### config.mk
export PLATFORM = sky130hd
export DESIGN_NAME = battery_soc_gauge_unit
export DESIGN_NICKNAME = d
export VERILOG_FILES = /design/src/rtl/core/bsg_pkg.sv /design/src/rtl/core/bsg_queue.sv /design/src/rtl/core/bsg_front.sv /design/src/rtl/core/bsg_back.sv /design/src/rtl/core/battery_soc_gauge_unit.sv
export SDC_FILE = /design/constraint.sdc
export NUM_CORES = 1
export LEC_CHECK = 0
export BUFFER_PORTS_ARGS = -buffer_cell sky130_fd_sc_hd__clkbuf_2
export CELL_PAD_IN_SITES_DETAIL_PLACEMENT = 2
export CELL_PAD_IN_SITES_GLOBAL_PLACEMENT = 2
export CORE_UTILIZATION = 45
export DETAILED_ROUTE_END_ITERATION = 10
export PLACE_DENSITY_LB_ADDON = 0.1
export SYNTH_ARGS = -nofsm -noshare
export SYNTH_HDL_FRONTEND = slang
export SYNTH_SLANG_ARGS = --single-unit
### constraint.sdc
create_clock -name clk -period 28.7 [get_ports clk]
set_input_delay 4.305 -clock clk [delete_from_list [all_inputs] [get_ports clk]]
set_output_delay 4.305 -clock clk [all_outputs]
set_load 0.05 [all_outputs]
### src/rtl/core/bsg_pkg.sv
// Package for the battery state-of-charge gauge: widths, register indexes,
// the job type between front and back, and the fixed discharge curve.
// No dependencies; every other file uses it by scoped names.
`default_nettype none

package bsg_pkg;

  // Field and state widths.
  localparam int SAMPLE_BITS  = 11;
  localparam int MAX_AVERAGE  = 8;
  localparam int TABLE_POINTS = 15;
  localparam int SUM_W        = 15;
  localparam int CNT_W        = 4;
  localparam int SPR_W        = 4;
  localparam int SCALE_W      = 20;
  localparam int MV_W         = 14;
  localparam int SOC_W        = 7;
  localparam int AVG_W        = 13;
  localparam int PROD_W       = AVG_W + SCALE_W;
  localparam int DIV_W        = 19;
  localparam int STEP_W       = 4;
  localparam int SEG_W        = 4;
  localparam int SEGMENTS     = TABLE_POINTS - 1;
  localparam int TENTHS_W     = 10;
  localparam int DX_W         = 8;
  localparam int NUM_W        = 18;

  // Divider shapes: quotient bits for the average and for the charge.
  localparam int AVG_STEPS = AVG_W;
  localparam int SOC_STEPS = 7;

  localparam logic [MV_W-1:0]  MV_MAX  = MV_W'(16383);
  localparam logic [SOC_W-1:0] SOC_MAX = SOC_W'(100);

  // Configuration register indexes.
  localparam logic REG_SAMPLES = 1'b0;
  localparam logic REG_SCALE   = 1'b1;

  localparam logic [SPR_W-1:0]   SPR_RESET   = SPR_W'(5);
  localparam logic [SCALE_W-1:0] SCALE_RESET = SCALE_W'(360300);

  // One completed accumulation handed from the front to the back.
  typedef struct packed {
    logic signed [SUM_W-1:0] sum;
    logic [SPR_W-1:0]        count;
  } job_t;

  // Discharge curve voltages; points past the last repeat the last.
  function automatic logic [MV_W-1:0] curve_mv(input logic [SEG_W-1:0] idx);
    logic [MV_W-1:0] v;
    case (idx)
      4'd0:    v = 14'd3000;
      4'd1:    v = 14'd3200;
      4'd2:    v = 14'd3300;
      4'd3:    v = 14'd3400;
      4'd4:    v = 14'd3500;
      4'd5:    v = 14'd3550;
      4'd6:    v = 14'd3600;
      4'd7:    v = 14'd3650;
      4'd8:    v = 14'd3700;
      4'd9:    v = 14'd3800;
      4'd10:   v = 14'd3900;
      4'd11:   v = 14'd4050;
      4'd12:   v = 14'd4100;
      4'd13:   v = 14'd4150;
      default: v = 14'd4200;
    endcase
    return v;
  endfunction

  // Discharge curve charge in tenths of a percent.
  function automatic logic [TENTHS_W-1:0] curve_tenths(input logic [SEG_W-1:0] idx);
    logic [TENTHS_W-1:0] v;
    case (idx)
      4'd0:    v = 10'd0;
      4'd1:    v = 10'd20;
      4'd2:    v = 10'd37;
      4'd3:    v = 10'd62;
      4'd4:    v = 10'd120;
      4'd5:    v = 10'd177;
      4'd6:    v = 10'd255;
      4'd7:    v = 10'd370;
      4'd8:    v = 10'd485;
      4'd9:    v = 10'd650;
      4'd10:   v = 10'd760;
      4'd11:   v = 10'd893;
      4'd12:   v = 10'd930;
      4'd13:   v = 10'd970;
      default: v = 10'd1000;
    endcase
    return v;
  endfunction

  // Voltage span of a segment.
  function automatic logic [DX_W-1:0] seg_dx(input logic [SEG_W-1:0] seg);
    logic [MV_W-1:0] diff;
    diff = curve_mv(seg + SEG_W'(1)) - curve_mv(seg);
    return diff[DX_W-1:0];
  endfunction

  // Charge rise over a segment.
  function automatic logic [TENTHS_W-1:0] seg_dy(input logic [SEG_W-1:0] seg);
    return curve_tenths(seg + SEG_W'(1)) - curve_tenths(seg);
  endfunction

  // Start charge times span: the constant part of the numerator.
  function automatic logic [NUM_W-1:0] seg_base(input logic [SEG_W-1:0] seg);
    return NUM_W'(curve_tenths(seg)) * NUM_W'(seg_dx(seg));
  endfunction

endpackage

`default_nettype wire

### src/rtl/core/bsg_queue.sv
// Two-entry job queue between the sample front end and the compute back end.
// Depends on bsg_pkg for the job type.
`default_nettype none

module bsg_queue (
  input  wire logic          clk,
  input  wire logic          rst,
  input  wire logic          push,
  input  wire bsg_pkg::job_t push_data,
  output logic               full,
  input  wire logic          pop,
  output bsg_pkg::job_t      pop_data,
  output logic               empty
);

  bsg_pkg::job_t slots [2];
  logic          wr_ptr;
  logic          rd_ptr;
  logic [1:0]    fill;
  logic          do_push;
  logic          do_pop;

  assign full     = (fill == 2'd2);
  assign empty    = (fill == 2'd0);
  assign do_push  = push && !full;
  assign do_pop   = pop && !empty;
  assign pop_data = slots[rd_ptr];

  // Pointer and fill bookkeeping.
  always_ff @(posedge clk) begin
    if (rst) begin
      wr_ptr <= 1'b0;
      rd_ptr <= 1'b0;
      fill   <= 2'd0;
    end else begin
      if (do_push) wr_ptr <= !wr_ptr;
      if (do_pop) rd_ptr <= !rd_ptr;
      if (do_push && !do_pop) fill <= fill + 2'd1;
      else if (do_pop && !do_push) fill <= fill - 2'd1;
    end
  end

  // Entry storage.
  always_ff @(posedge clk) begin
    if (do_push) slots[wr_ptr] <= push_data;
  end

endmodule

`default_nettype wire

### src/rtl/core/bsg_front.sv
// Front end of the gauge: takes samples, sums them and hands off a job
// each time the averaging count is reached. Depends on bsg_pkg.
`default_nettype none

module bsg_front (
  input  wire logic                                clk,
  input  wire logic                                rst,
  input  wire logic                                push,
  input  wire logic signed [bsg_pkg::SAMPLE_BITS-1:0] sample,
  output logic                                     full,
  input  wire logic [bsg_pkg::SPR_W-1:0]           samples_per_result,
  output logic                                     job_push,
  output bsg_pkg::job_t                            job_data,
  input  wire logic                                job_full
);

  logic signed [bsg_pkg::SUM_W-1:0] sample_sum;
  logic signed [bsg_pkg::SUM_W-1:0] sample_sum_next;
  logic [bsg_pkg::CNT_W-1:0]        sample_count;
  logic [bsg_pkg::CNT_W-1:0]        sample_count_next;
  logic [bsg_pkg::SPR_W-1:0]        n_eff;
  logic                             accept;
  logic                             complete;

  // Zero acts as one, and anything above the limit acts as the limit.
  always_comb begin
    if (samples_per_result == '0) n_eff = bsg_pkg::SPR_W'(1);
    else if (samples_per_result > bsg_pkg::SPR_W'(bsg_pkg::MAX_AVERAGE))
      n_eff = bsg_pkg::SPR_W'(bsg_pkg::MAX_AVERAGE);
    else n_eff = samples_per_result;
  end

  assign full   = job_full;
  assign accept = push && !job_full;

  // Running sum and count including the incoming sample.
  assign sample_sum_next   = sample_sum + bsg_pkg::SUM_W'(sample);
  assign sample_count_next = sample_count + bsg_pkg::CNT_W'(1);
  assign complete          = sample_count_next >= n_eff;

  assign job_push       = accept && complete;
  assign job_data.sum   = sample_sum_next;
  assign job_data.count = n_eff;

  // Accumulator restarts after each handed-off job.
  always_ff @(posedge clk) begin
    if (rst) begin
      sample_sum   <= '0;
      sample_count <= '0;
    end else if (accept) begin
      if (complete) begin
        sample_sum   <= '0;
        sample_count <= '0;
      end else begin
        sample_sum   <= sample_sum_next;
        sample_count <= sample_count_next;
      end
    end
  end

endmodule

`default_nettype wire

### src/rtl/core/bsg_back.sv
// Back end of the gauge: averages, scales to millivolts, interpolates the
// discharge curve and holds the result. Depends on bsg_pkg.
`default_nettype none

module bsg_back (
  input  wire logic                              clk,
  input  wire logic                              rst,
  input  wire bsg_pkg::job_t                     job_data,
  input  wire logic                              job_empty,
  output logic                                   job_pop,
  input  wire logic [bsg_pkg::SCALE_W-1:0]       mv_per_count_q16,
  input  wire logic                              res_pop,
  output logic                                   res_valid,
  output logic [bsg_pkg::MV_W-1:0]               res_mv,
  output logic [bsg_pkg::SOC_W-1:0]              res_soc
);

  localparam logic [2:0] ST_IDLE    = 3'd0;
  localparam logic [2:0] ST_AVG_DIV = 3'd1;
  localparam logic [2:0] ST_SCALE   = 3'd2;
  localparam logic [2:0] ST_SEARCH  = 3'd3;
  localparam logic [2:0] ST_INTERP  = 3'd4;
  localparam logic [2:0] ST_SOC_DIV = 3'd5;
  localparam logic [2:0] ST_DONE    = 3'd6;

  localparam logic [bsg_pkg::MV_W-1:0] CURVE_LO = bsg_pkg::curve_mv(bsg_pkg::SEG_W'(0));
  localparam logic [bsg_pkg::MV_W-1:0] CURVE_HI =
    bsg_pkg::curve_mv(bsg_pkg::SEG_W'(bsg_pkg::SEGMENTS));

  logic [2:0]                     state;
  logic [2:0]                     state_next;

  // Shared shift-subtract divider.
  logic [bsg_pkg::DIV_W-1:0]      rem;
  logic [bsg_pkg::DIV_W-1:0]      dsh;
  logic [bsg_pkg::AVG_W-1:0]      quo;
  logic [bsg_pkg::STEP_W-1:0]     steps;
  logic                           div_ge;
  logic [bsg_pkg::DIV_W-1:0]      rem_step;
  logic [bsg_pkg::AVG_W-1:0]      quo_step;

  // Datapath registers.
  logic [bsg_pkg::MV_W-1:0]       mv;
  logic [bsg_pkg::SEG_W-1:0]      seg;
  logic [bsg_pkg::DX_W-1:0]       offset;

  logic [bsg_pkg::PROD_W-1:0]     prod;
  logic [bsg_pkg::PROD_W-17:0]    prod_mv;
  logic [bsg_pkg::MV_W-1:0]       mv_clamped;
  logic [bsg_pkg::MV_W-1:0]       mv_on_curve;
  logic [bsg_pkg::SEG_W-1:0]      seg_found;
  logic [bsg_pkg::MV_W-1:0]       offset_full;
  logic [bsg_pkg::NUM_W-1:0]      num;
  logic [bsg_pkg::DIV_W-1:0]      soc_dividend;
  logic [bsg_pkg::DIV_W-1:0]      soc_divisor;
  logic                           avg_positive;
  logic                           res_free;
  logic [bsg_pkg::SOC_W-1:0]      soc_q;

  assign res_free = !res_valid || res_pop;
  assign job_pop  = (state == ST_IDLE) && !job_empty;
  assign avg_positive = !job_data.sum[bsg_pkg::SUM_W-1] && (job_data.sum != '0);

  // One divider step: subtract the shifted divisor where it fits.
  assign div_ge   = rem >= dsh;
  assign rem_step = div_ge ? rem - dsh : rem;
  assign quo_step = {quo[bsg_pkg::AVG_W-2:0], div_ge};

  // Scale the average to millivolts; the product is registered as mv.
  assign prod    = bsg_pkg::PROD_W'(quo) * bsg_pkg::PROD_W'(mv_per_count_q16);
  assign prod_mv = prod[bsg_pkg::PROD_W-1:16];
  assign mv_clamped = (prod_mv > (bsg_pkg::PROD_W-16)'(bsg_pkg::MV_MAX)) ?
                      bsg_pkg::MV_MAX : prod_mv[bsg_pkg::MV_W-1:0];

  // Pin the voltage to the curve ends, then find the first segment holding it.
  always_comb begin
    if (mv < CURVE_LO) mv_on_curve = CURVE_LO;
    else if (mv > CURVE_HI) mv_on_curve = CURVE_HI;
    else mv_on_curve = mv;
    seg_found = bsg_pkg::SEG_W'(bsg_pkg::SEGMENTS - 1);
    for (int i = bsg_pkg::SEGMENTS - 1; i >= 0; i--) begin
      if (mv_on_curve <= bsg_pkg::curve_mv(bsg_pkg::SEG_W'(i + 1)))
        seg_found = bsg_pkg::SEG_W'(i);
    end
  end
  assign offset_full = mv_on_curve - bsg_pkg::curve_mv(seg_found);

  // Rounded charge is (2 num + 10 d) / (20 d), with num = y0 d + t dy.
  assign num = bsg_pkg::seg_base(seg) +
               bsg_pkg::NUM_W'(offset) * bsg_pkg::NUM_W'(bsg_pkg::seg_dy(seg));
  assign soc_dividend = {num, 1'b0} +
                        bsg_pkg::DIV_W'(bsg_pkg::seg_dx(seg)) * bsg_pkg::DIV_W'(10);
  assign soc_divisor  = (bsg_pkg::DIV_W'(bsg_pkg::seg_dx(seg)) * bsg_pkg::DIV_W'(20))
                        << (bsg_pkg::SOC_STEPS - 1);

  assign soc_q = (quo[bsg_pkg::SOC_W-1:0] > bsg_pkg::SOC_MAX) ?
                 bsg_pkg::SOC_MAX : quo[bsg_pkg::SOC_W-1:0];

  // Sequencer.
  always_comb begin
    state_next = state;
    case (state)
      ST_IDLE: begin
        if (!job_empty) state_next = avg_positive ? ST_AVG_DIV : ST_SCALE;
      end
      ST_AVG_DIV: begin
        if (steps == bsg_pkg::STEP_W'(1)) state_next = ST_SCALE;
      end
      ST_SCALE:  state_next = ST_SEARCH;
      ST_SEARCH: state_next = ST_INTERP;
      ST_INTERP: state_next = ST_SOC_DIV;
      ST_SOC_DIV: begin
        if (steps == bsg_pkg::STEP_W'(1)) state_next = ST_DONE;
      end
      ST_DONE: begin
        if (res_free) state_next = ST_IDLE;
      end
      default: state_next = ST_IDLE;
    endcase
  end

  always_ff @(posedge clk) begin
    if (rst) state <= ST_IDLE;
    else state <= state_next;
  end

  // Divider and datapath registers.
  always_ff @(posedge clk) begin
    case (state)
      ST_IDLE: begin
        rem   <= bsg_pkg::DIV_W'(unsigned'(job_data.sum));
        dsh   <= bsg_pkg::DIV_W'(job_data.count) << (bsg_pkg::AVG_STEPS - 1);
        steps <= bsg_pkg::STEP_W'(bsg_pkg::AVG_STEPS);
        quo   <= '0;
      end
      ST_AVG_DIV, ST_SOC_DIV: begin
        rem   <= rem_step;
        dsh   <= dsh >> 1;
        quo   <= quo_step;
        steps <= steps - bsg_pkg::STEP_W'(1);
      end
      ST_SCALE: mv <= mv_clamped;
      ST_SEARCH: begin
        seg    <= seg_found;
        offset <= offset_full[bsg_pkg::DX_W-1:0];
      end
      ST_INTERP: begin
        rem   <= soc_dividend;
        dsh   <= soc_divisor;
        steps <= bsg_pkg::STEP_W'(bsg_pkg::SOC_STEPS);
        quo   <= '0;
      end
      default: ;
    endcase
  end

  // Result register: one transfer waits here while the next job runs.
  always_ff @(posedge clk) begin
    if (rst) begin
      res_valid <= 1'b0;
    end else if (state == ST_DONE && res_free) begin
      res_valid <= 1'b1;
    end else if (res_pop) begin
      res_valid <= 1'b0;
    end
  end

  always_ff @(posedge clk) begin
    if (state == ST_DONE && res_free) begin
      res_mv  <= mv;
      res_soc <= soc_q;
    end
  end

endmodule

`default_nettype wire

### src/rtl/core/battery_soc_gauge_unit.sv
// Top level of the battery voltage and state-of-charge gauge.
// Depends on bsg_pkg, bsg_front, bsg_queue and bsg_back.
//
// Signed ADC samples are taken one per cycle while full is low and summed;
// each time the configured count is reached the sum goes into a two-entry
// job queue. The back end turns each job into a voltage in millivolts and a
// state of charge in whole percent, interpolated on a fixed 15-point
// discharge curve and rounded half up. The back end uses a shared
// shift-subtract divider (13 steps for the average, 7 for the charge) and
// skips the average division when the sum is not positive; a finished result
// waits in an output register while the next job runs. Configuration writes
// are always ready and should be issued while the block is idle.
`default_nettype none

module battery_soc_gauge_unit (
  input  wire logic                                   clk,
  input  wire logic                                   rst,
  // Sample queue side.
  input  wire logic                                   push,
  output logic                                        full,
  input  wire logic signed [bsg_pkg::SAMPLE_BITS-1:0] sample,
  // Result queue side.
  output logic                                        empty,
  input  wire logic                                   pop,
  output logic [bsg_pkg::MV_W-1:0]                    voltage_mv,
  output logic [bsg_pkg::SOC_W-1:0]                   soc_percent,
  // Configuration writes.
  input  wire logic                                   cfg_valid,
  output logic                                        cfg_ready,
  input  wire logic                                   cfg_index,
  input  wire logic [bsg_pkg::SCALE_W-1:0]            cfg_data
);

  logic [bsg_pkg::SPR_W-1:0]   samples_per_result;
  logic [bsg_pkg::SCALE_W-1:0] mv_per_count_q16;
  logic                        job_push;
  logic                        job_full;
  logic                        job_pop;
  logic                        job_empty;
  bsg_pkg::job_t               job_in;
  bsg_pkg::job_t               job_out;
  logic                        res_valid;
  logic                        res_pop;

  // Configuration registers.
  assign cfg_ready = 1'b1;

  always_ff @(posedge clk) begin
    if (rst) begin
      samples_per_result <= bsg_pkg::SPR_RESET;
      mv_per_count_q16   <= bsg_pkg::SCALE_RESET;
    end else if (cfg_valid && cfg_ready) begin
      case (cfg_index)
        bsg_pkg::REG_SAMPLES: samples_per_result <= cfg_data[bsg_pkg::SPR_W-1:0];
        bsg_pkg::REG_SCALE:   mv_per_count_q16   <= cfg_data;
        default: ;
      endcase
    end
  end

  bsg_front u_front (
    .clk                (clk),
    .rst                (rst),
    .push               (push),
    .sample             (sample),
    .full               (full),
    .samples_per_result (samples_per_result),
    .job_push           (job_push),
    .job_data           (job_in),
    .job_full           (job_full)
  );

  bsg_queue u_queue (
    .clk       (clk),
    .rst       (rst),
    .push      (job_push),
    .push_data (job_in),
    .full      (job_full),
    .pop       (job_pop),
    .pop_data  (job_out),
    .empty     (job_empty)
  );

  bsg_back u_back (
    .clk              (clk),
    .rst              (rst),
    .job_data         (job_out),
    .job_empty        (job_empty),
    .job_pop          (job_pop),
    .mv_per_count_q16 (mv_per_count_q16),
    .res_pop          (res_pop),
    .res_valid        (res_valid),
    .res_mv           (voltage_mv),
    .res_soc          (soc_percent)
  );

  // Result transfer.
  assign empty   = !res_valid;
  assign res_pop = pop && res_valid;

endmodule

`default_nettype wire

Word level (Yosys, flattened, before mapping)
Memory sizes are Yosys's and may differ from the RTL's. A register that Yosys moved wholly into a read port is not among the register bits.
Index checks and enable logic that the tools add are counted.
{ "totals": {"output_inout_bits": 24, "ramBits": 38, "rom_bits": 1824, "register_bits": 153, "in_bits": 37, "memories": 11, "elab_cells": 158} }
{ "memory_table": {"columns": ["memory", "depth", "word_bits", "read_ports", "rd_ports_with_merged_regs", "write_ports", "line", "rtl"], "rows": [
  ["(name not given)", 16, 12, 1, 0, 0, "bsg_pkg.sv:51", "case (idx)"],
  ["(name not given)", 16, 12, 1, 1, 0, "bsg_pkg.sv:51", null],
  ["(name not given)", 16, 12, 1, 0, 0, "bsg_pkg.sv:51", null],
  ["(name not given)", 16, 12, 1, 1, 0, "bsg_pkg.sv:51", null],
  ["(name not given)", 16, 12, 1, 0, 0, "bsg_pkg.sv:51", null],
  ["(name not given)", 16, 12, 1, 1, 0, "bsg_pkg.sv:51", null],
  ["+5 memories", null, null, null, null, null, null, null]
]} }
{ "op_classes": {"n_reduce_logical": 33, "order_cmp": 20, "eq_ne": 13, "n_bitwise": 1, "addsub": 14, "mul": 5, "muxes": 43} }
{ "op_table": {"columns": ["op", "count"], "rows": [
  ["<= comparator 14 x 12 -> 1 bit, second input constant", 11],
  ["one-hot mux 19 bit (3 select lines)", 2],
  ["two-way mux 4 bit", 16],
  ["multiplier 13 x 20 -> 33 bit", 1],
  ["subtractor 8 bit", 4],
  ["<= comparator 14 x 13 -> 1 bit, second input constant", 2],
  ["two-way mux 14 bit", 2],
  ["one-hot mux 13 bit (2 select lines)", 1],
  ["two-way mux 3 bit", 8],
  ["multiplier 8 x 3 -> 11 bit, second input constant", 2],
  ["one-hot mux 3 bit (7 select lines)", 1],
  ["adder 19 x 12 -> 19 bit", 1],
  [">= comparator 19 bit", 1],
  ["two-way mux 19 bit", 1],
  ["subtractor 19 bit", 1],
  ["adder 18 bit", 1],
  ["multiplier 10 x 8 -> 18 bit", 1],
  ["multiplier 8 x 10 -> 18 bit", 1],
  ["greater-than comparator 17 x 14 -> 1 bit, second input constant", 1],
  ["adder 15 x 11 -> 15 bit", 1],
  ["two-way mux 15 bit", 1],
  ["nonzero test 15 bit", 1],
  ["greater-than comparator 14 x 13 -> 1 bit, second input constant", 1],
  ["less-than comparator 14 x 12 -> 1 bit, second input constant", 1],
  ["30 further kinds", 66]
]} }

Depth between registers and ports, before layout
An unclocked memory read counts as a cell.
{ "logic_depth": {"word_depth": 19, "mapped_depth": 42} }

Modules after synthesis
A second synthesis with hierarchy kept.
{ "unflattened": {"cells_unflattened": 2782, "hier_area_um2": 25916.1} }
{ "by_module_without_submodules": {"columns": ["module", "seq_area_each_um2", "cells_each", "instances", "area_per_inst_um2"], "rows": [
  ["bsg_back", 3483.3, 2405, 1, 21725.8],
  ["bsg_queue", 1241.2, 84, 1, 1585.3],
  ["bsg_front", 380.4, 193, 1, 1571.5],
  ["battery_soc_gauge_unit", 480.5, 100, 1, 1033.5]
]} }

Least setup slack after synthesis
No wires, ideal clock.
{ "synth_path": {"path_type": "register to register", "from": "register u_back.seg[0] (netlist name)", "to": "register u_back.rem[17] (netlist name), data pin", "path_buffers": 1, "path_stages_with_launch": 39, "setup_time_ns": 0.271, "synth_period_minus_slack_ns": 9.006, "path_slack_ns": 19.694, "arrival_time_ns": 8.735, "cell_sequence": "edfxtp_1 -> ha_1 -> ha_1 -> clkbuf_1 -> nand2_1 -> a21boi_0 -> ha_1 -> nor2b_1 -> o21ai_0 -> a21boi_0 -> o21ai_0 -> a21boi_0 -> o21ai_0 -> nand2_1 -> xor2_1 -> nand2_1 -> fa_1 -> fa_1 -> [... 3 more ...] -> fa_1 -> inv_1 -> fa_1 -> inv_1 -> ha_1 -> o21a_1 -> o31ai_1 -> nand2b_1 -> a21oi_1 -> xnor2_1 -> ha_1 -> nand3_1 -> nor3_1 -> o31a_1 -> and3_1 -> nand3b_1 -> xnor2_1 -> o22ai_1"} }
{ "synth_between": {"elab_chain_len": 7, "word_cells_on_any_way": 13, "classes_between": "add/sub: 6; mul: 3; mux: 1; memory: 3"} }
{ "synth_lines": {"columns": ["item", "line", "rtl"], "rows": [
  ["from (decl)", "bsg_back.sv:44", "logic [bsg_pkg::SEG_W-1:0] seg;"],
  ["from (signal assigned)", "bsg_back.sv:144", "seg <= seg_found;"],
  ["adder 4 x 1 -> 4 bit *", "bsg_pkg.sv:97, bsg_pkg.sv:103", null],
  ["memory (16 x 10 bit) / memory (16 x 12 bit) (equally long branches)", null, null],
  ["subtractor 10 bit / subtractor 8 bit (equally long branches)", "bsg_pkg.sv:103, bsg_pkg.sv:97", null],
  ["multiplier 8 x 10 -> 18 bit / multiplier 10 x 8 -> 18 bit (equally long branches)", "bsg_back.sv:90, bsg_pkg.sv:108", null],
  ["adder 18 bit", "bsg_back.sv:89", "assign num = bsg_pkg::seg_base(seg) +"],
  ["adder 19 x 12 -> 19 bit *", "bsg_back.sv:91", "assign soc_dividend = {num, 1'b0} +"],
  ["one-hot mux 19 bit (3 select lines) *", "bsg_back.sv:129", "case (state)"],
  ["to (signal assigned)", "bsg_back.sv:131", "rem <= bsg_pkg::DIV_W'(unsigned'(job_data.sum));"],
  ["to (signal assigned)", "bsg_back.sv:137", "rem <= rem_step;"],
  ["to (signal assigned)", "bsg_back.sv:148", "rem <= soc_dividend;"],
  ["to (decl)", "bsg_back.sv:34", "logic [bsg_pkg::DIV_W-1:0] rem;"]
]} }
Every way passes the cells marked *; elsewhere a longest branch is shown, timed or not.
A chain may end at the register's enable or synchronous reset.

Worst setup path after layout
Ends and elaborated chain as after synthesis.

==> impl_summary.txt <==
----------------------------------------------------
[Detailed routing]
  Remaining design rule violation count ... 0
  Antenna-violating nets left ... 0
  Vias per std cell ... 5.70
  Total length of routed wires ... 84.0 mm
  DR WL/cell ... 23.8 um
  First drt pass iteration count ... 5
  Number of vias after detailed routing ... just over 20000
  DR iter-0 viols ... between 800 and 900

[Timing]
  Slew at the pin closest to its max-slew limit ... roughly 1.1 ns
  Number of failing hold endpoints at the final stage ... 0
  Setup skew after layout ... between 0.04 and 0.05 ns
  Worst slew margin relative to its limit ... between 20% and 30%
  Share of the cycle needed by the critical path after routing ... a little under two fifths
  Setup repair after global routing missed its margin ... false
  Setup TNS ... 0 ns
  Final setup vio count ... 0
  Highest Clock Rate ... about 95 MHz
  Total count of max-transition violations in the final report ... 0
  Minimum clock period ... ~11 ns

[Global routing]
  Number of antenna violations at the first check in global routing ... 0
  First-pass GRT wire length ... about 130 mm
  Pin count of the biggest net entering global routing ... 55
  GRT overflow ... 0
  Overall routing resource usage ... a little under a third
  Via count of the first global-routing pass ... approximately 24000

[Clock tree]
  CTS root buf ... sky130_fd_sc_hd__clkbuf_16
  Buffers inserted during post-CTS setup optimization ... 0
  Num CTS Buffers ... 27
  Clock slew seen by the registers of the worst setup and hold paths ... 0.06 ns
  # hold bufs at CTS ... 0
  Depth of the CTS H-tree ... 1
  Count of cells resized by post-cts repair ... 0
  Number of clock sinks ... about 210
  Clock Path Buffers ... 3
  Clk_lat worst skew ... roughly 0.6 ns
  TritonCTS clock tree ... yes

[Layout]
  Commonest non-fill, non-tap cells in the layout ... sky130_fd_sc_hd__inv_1 (413), sky130_fd_sc_hd__nand2_1 (360), sky130_fd_sc_hd__fa_1 (320)
  Final core utilization ... around 50%
  Most common cell after layout, fill and taps aside ... sky130_fd_sc_hd__inv_1
  Area added between synthesis and finish ... 7.51%
  Layout cell share with drive strength beyond 1 ... between 6 and 7%
  Final net count ... 3363
  Number of fill cells in the layout ... roughly 6000

[Die]
  Total I/O pin count ... 61
  Floorplan core area ... between 50000 and 60000 um^2
  Total number of placement rows ... 86
  Initial core utilization ... about 46%
  Die Y-Extent ... 240 um
  Area of the die ... a little under 60000 um^2
  DIE WIDTH ... approximately 240 um

[Worst setup path]
  WP depth ... 37
  Required time worst endpoint ... 28.98 ns
  Most used cell, CP ... sky130_fd_sc_hd__fa_1
  Crit Path Max Fanout ... 14
  Element type at the critical path start ... flop
  Category of cells accounting for the largest share of critical-path delay ... adder cells
  Slowest library cell on the worst path ... sky130_fd_sc_hd__edfxtp_1
  Path type of the worst setup path ... reg -> reg
  Endpoint kind of the worst setup timing path ... flop
  Data arrival time of the critical path ... between 10 and 15 ns
  Buffers and inverters on the worst path ... 4
  Worst-case reg-to-reg path depth ... 37
  CP max stage delay ... about 0.56 ns

[Synth]
  Mean cell area of the mapped netlist ... 9.23 um^2
  Main flop type after synthesis ... sky130_fd_sc_hd__edfxtp_1
  Count of state elements after synthesis ... approximately 210
  Count of cell types in the netlist ... 87
  Sequential fraction of the synthesis area ... about 22%
  Number of synthesis warnings ... 0
  Proportion of netlist area held by the largest area contributor ... approximately a quarter
  Number of enable-type register cells in the synthesized netlist ... 140
  Post-synth design cell area ... 25500 um^2
  Post-synthesis net count ... 3366
  Most area-hungry cell type in the Yosys netlist ... sky130_fd_sc_hd__fa_1
  Synth async-reset ratio ... 0%
  Top post-synthesis cells by area ... sky130_fd_sc_hd__fa_1 (25%), sky130_fd_sc_hd__edfxtp_1 (16%), sky130_fd_sc_hd__ha_1 (12%), sky130_fd_sc_hd__inv_1 (6.1%), sky130_fd_sc_hd__dfxtp_1 (5.4%)
  Cell count after synthesis ... roughly 2800

[Run status]
  Run status ... complete, no violations

[Flow run]
  Reported max-cap violation count ... 0

[Worst hold path]
  Depth of the worst hold-timing path ... 2
  Worst hold-check path type ... reg -> reg

[Placed design]
  DPL Wire Length ... 63.9 mm
  Routability cong. ... 0.866
  Count of input and output buffers ... 59

----------------------------------------------------
Yosys cell counts (5+ instances only):
library cell and number:
sky130_fd_sc_hd__a211o_1 5, sky130_fd_sc_hd__a211oi_1 13, sky130_fd_sc_hd__a21boi_0 7, sky130_fd_sc_hd__a21o_1 37, sky130_fd_sc_hd__a21oi_1 114, sky130_fd_sc_hd__a22oi_1 14, sky130_fd_sc_hd__a31oi_1 20, sky130_fd_sc_hd__and2_1 180
sky130_fd_sc_hd__and3_1 18, sky130_fd_sc_hd__clkbuf_1 111, sky130_fd_sc_hd__dfxtp_1 69, sky130_fd_sc_hd__edfxtp_1 140, sky130_fd_sc_hd__fa_1 320, sky130_fd_sc_hd__ha_1 244, sky130_fd_sc_hd__inv_1 413, sky130_fd_sc_hd__mux2_2 5
sky130_fd_sc_hd__mux2i_1 29, sky130_fd_sc_hd__nand2_1 360, sky130_fd_sc_hd__nand2b_1 15, sky130_fd_sc_hd__nand3_1 50, sky130_fd_sc_hd__nand3b_1 19, sky130_fd_sc_hd__nand4_1 14, sky130_fd_sc_hd__nor2_1 115, sky130_fd_sc_hd__nor2b_1 43
sky130_fd_sc_hd__nor3_1 45, sky130_fd_sc_hd__nor3b_1 12, sky130_fd_sc_hd__nor4_1 5, sky130_fd_sc_hd__o211ai_1 13, sky130_fd_sc_hd__o21a_1 8, sky130_fd_sc_hd__o21ai_0 74, sky130_fd_sc_hd__o21ai_1 5, sky130_fd_sc_hd__o21bai_1 8
sky130_fd_sc_hd__o221ai_1 11, sky130_fd_sc_hd__o22ai_1 11, sky130_fd_sc_hd__o31ai_1 13, sky130_fd_sc_hd__o41ai_1 6, sky130_fd_sc_hd__or2_2 8, sky130_fd_sc_hd__or3_1 11, sky130_fd_sc_hd__or4_1 6, sky130_fd_sc_hd__xnor2_1 60
sky130_fd_sc_hd__xor2_1 41
flip-flops by register name, indices dropped and copies added, names as in the netlist, named ones only:
name	flops
u_queue.slots	38
mv_per_count_q16	20
u_back.dsh	19
u_back.rem	19
u_front.sample_sum	15
u_back.mv	14
u_back.res_mv	14
u_back.quo	13
u_back.offset	8
u_back.res_soc	7
samples_per_result	4
u_back.seg	4
u_back.steps	4
u_front.sample_count	4
u_back.state	3
u_queue.fill	2
u_back.res_valid	1
u_queue.rd_ptr	1
u_queue.wr_ptr	1
through the flow:
step           hold slack (ns)  std cells  setup slack (ns)  cell area [um^2]
6_report                 0.465       3532             18.18             27400
2_1_floorplan            0.421       2765             19.69             25500
3_3_place_gp             0.445       3481             18.74             26500
4_1_cts                  0.463       3531             18.20             27400
5_1_grt                  0.488       3531             17.47             27400
3_5_place_dp             0.455       3481             18.26             26500
cell families (layout without fill, tap and decap cells):
family,after synthesis,after routing,synth area share [%]
flops,209,209,21.9
fa+ha+maj,564,564,37.1
xor+xnor,101,101,3.47
compound gates,403,403,10.5
other cells,1,2,0.0147
mux,35,35,1.42
buf+inv,538,556,8.04
simple gates,914,914,17.6
final timing paths:
| check | to | slack [ns] | start |
|---|---|---|---|
| worst max-delay path | u_back.rem[17]$_DFFE_PP_ | 18.18 | u_back.seg[0]$_DFFE_PP_ |
| worst min-delay path | u_front.sample_sum[0]$_SDFFE_PP0P_ | 0.47 | u_front.sample_sum[0]$_SDFFE_PP0P_ |
| worst max register to register | u_back.rem[17]$_DFFE_PP_ | 18.18 | u_back.seg[0]$_DFFE_PP_ |
| worst min register to register | u_front.sample_sum[0]$_SDFFE_PP0P_ | 0.47 | u_front.sample_sum[0]$_SDFFE_PP0P_ |
routing by layer:
layer / wire (um) / part of all wire (%) / vias to the layer above / track usage (%)
met1: 34900 / 42 / 10600 / 37.3
li1: - / - / 9041 / -
met4: 2510 / 3.0 / 0 / 9.42
met3: 2360 / 2.8 / 133 / 2.15
met5: 0 / 0 / - / 0
met2: 44300 / 53 / 362 / 55.9
cell type report:
cell class                 count  area (um^2)  share of cell area (%)
inverter                     416         1570                    5.71
antenna                        1         2.50                 0.00912
tap                          748          936                    3.41
clock buffer                  33          759                    2.77
sequential                   209         5590                    20.4
clock inverter                17          158                   0.575
multi-input combinational   2018        17900                    65.2
timing repair buffer          90          528                    1.92
tightest hold or removal path, stage by stage (launching register included):
cell	delay [ns]
sky130_fd_sc_hd__dfxtp_1	0.31
sky130_fd_sc_hd__nand2_1	0.05
sky130_fd_sc_hd__a21oi_1	0.05
Power is not shown: default switching activity piles up to over one toggle a cycle in this logic, so the estimate is an artifact.
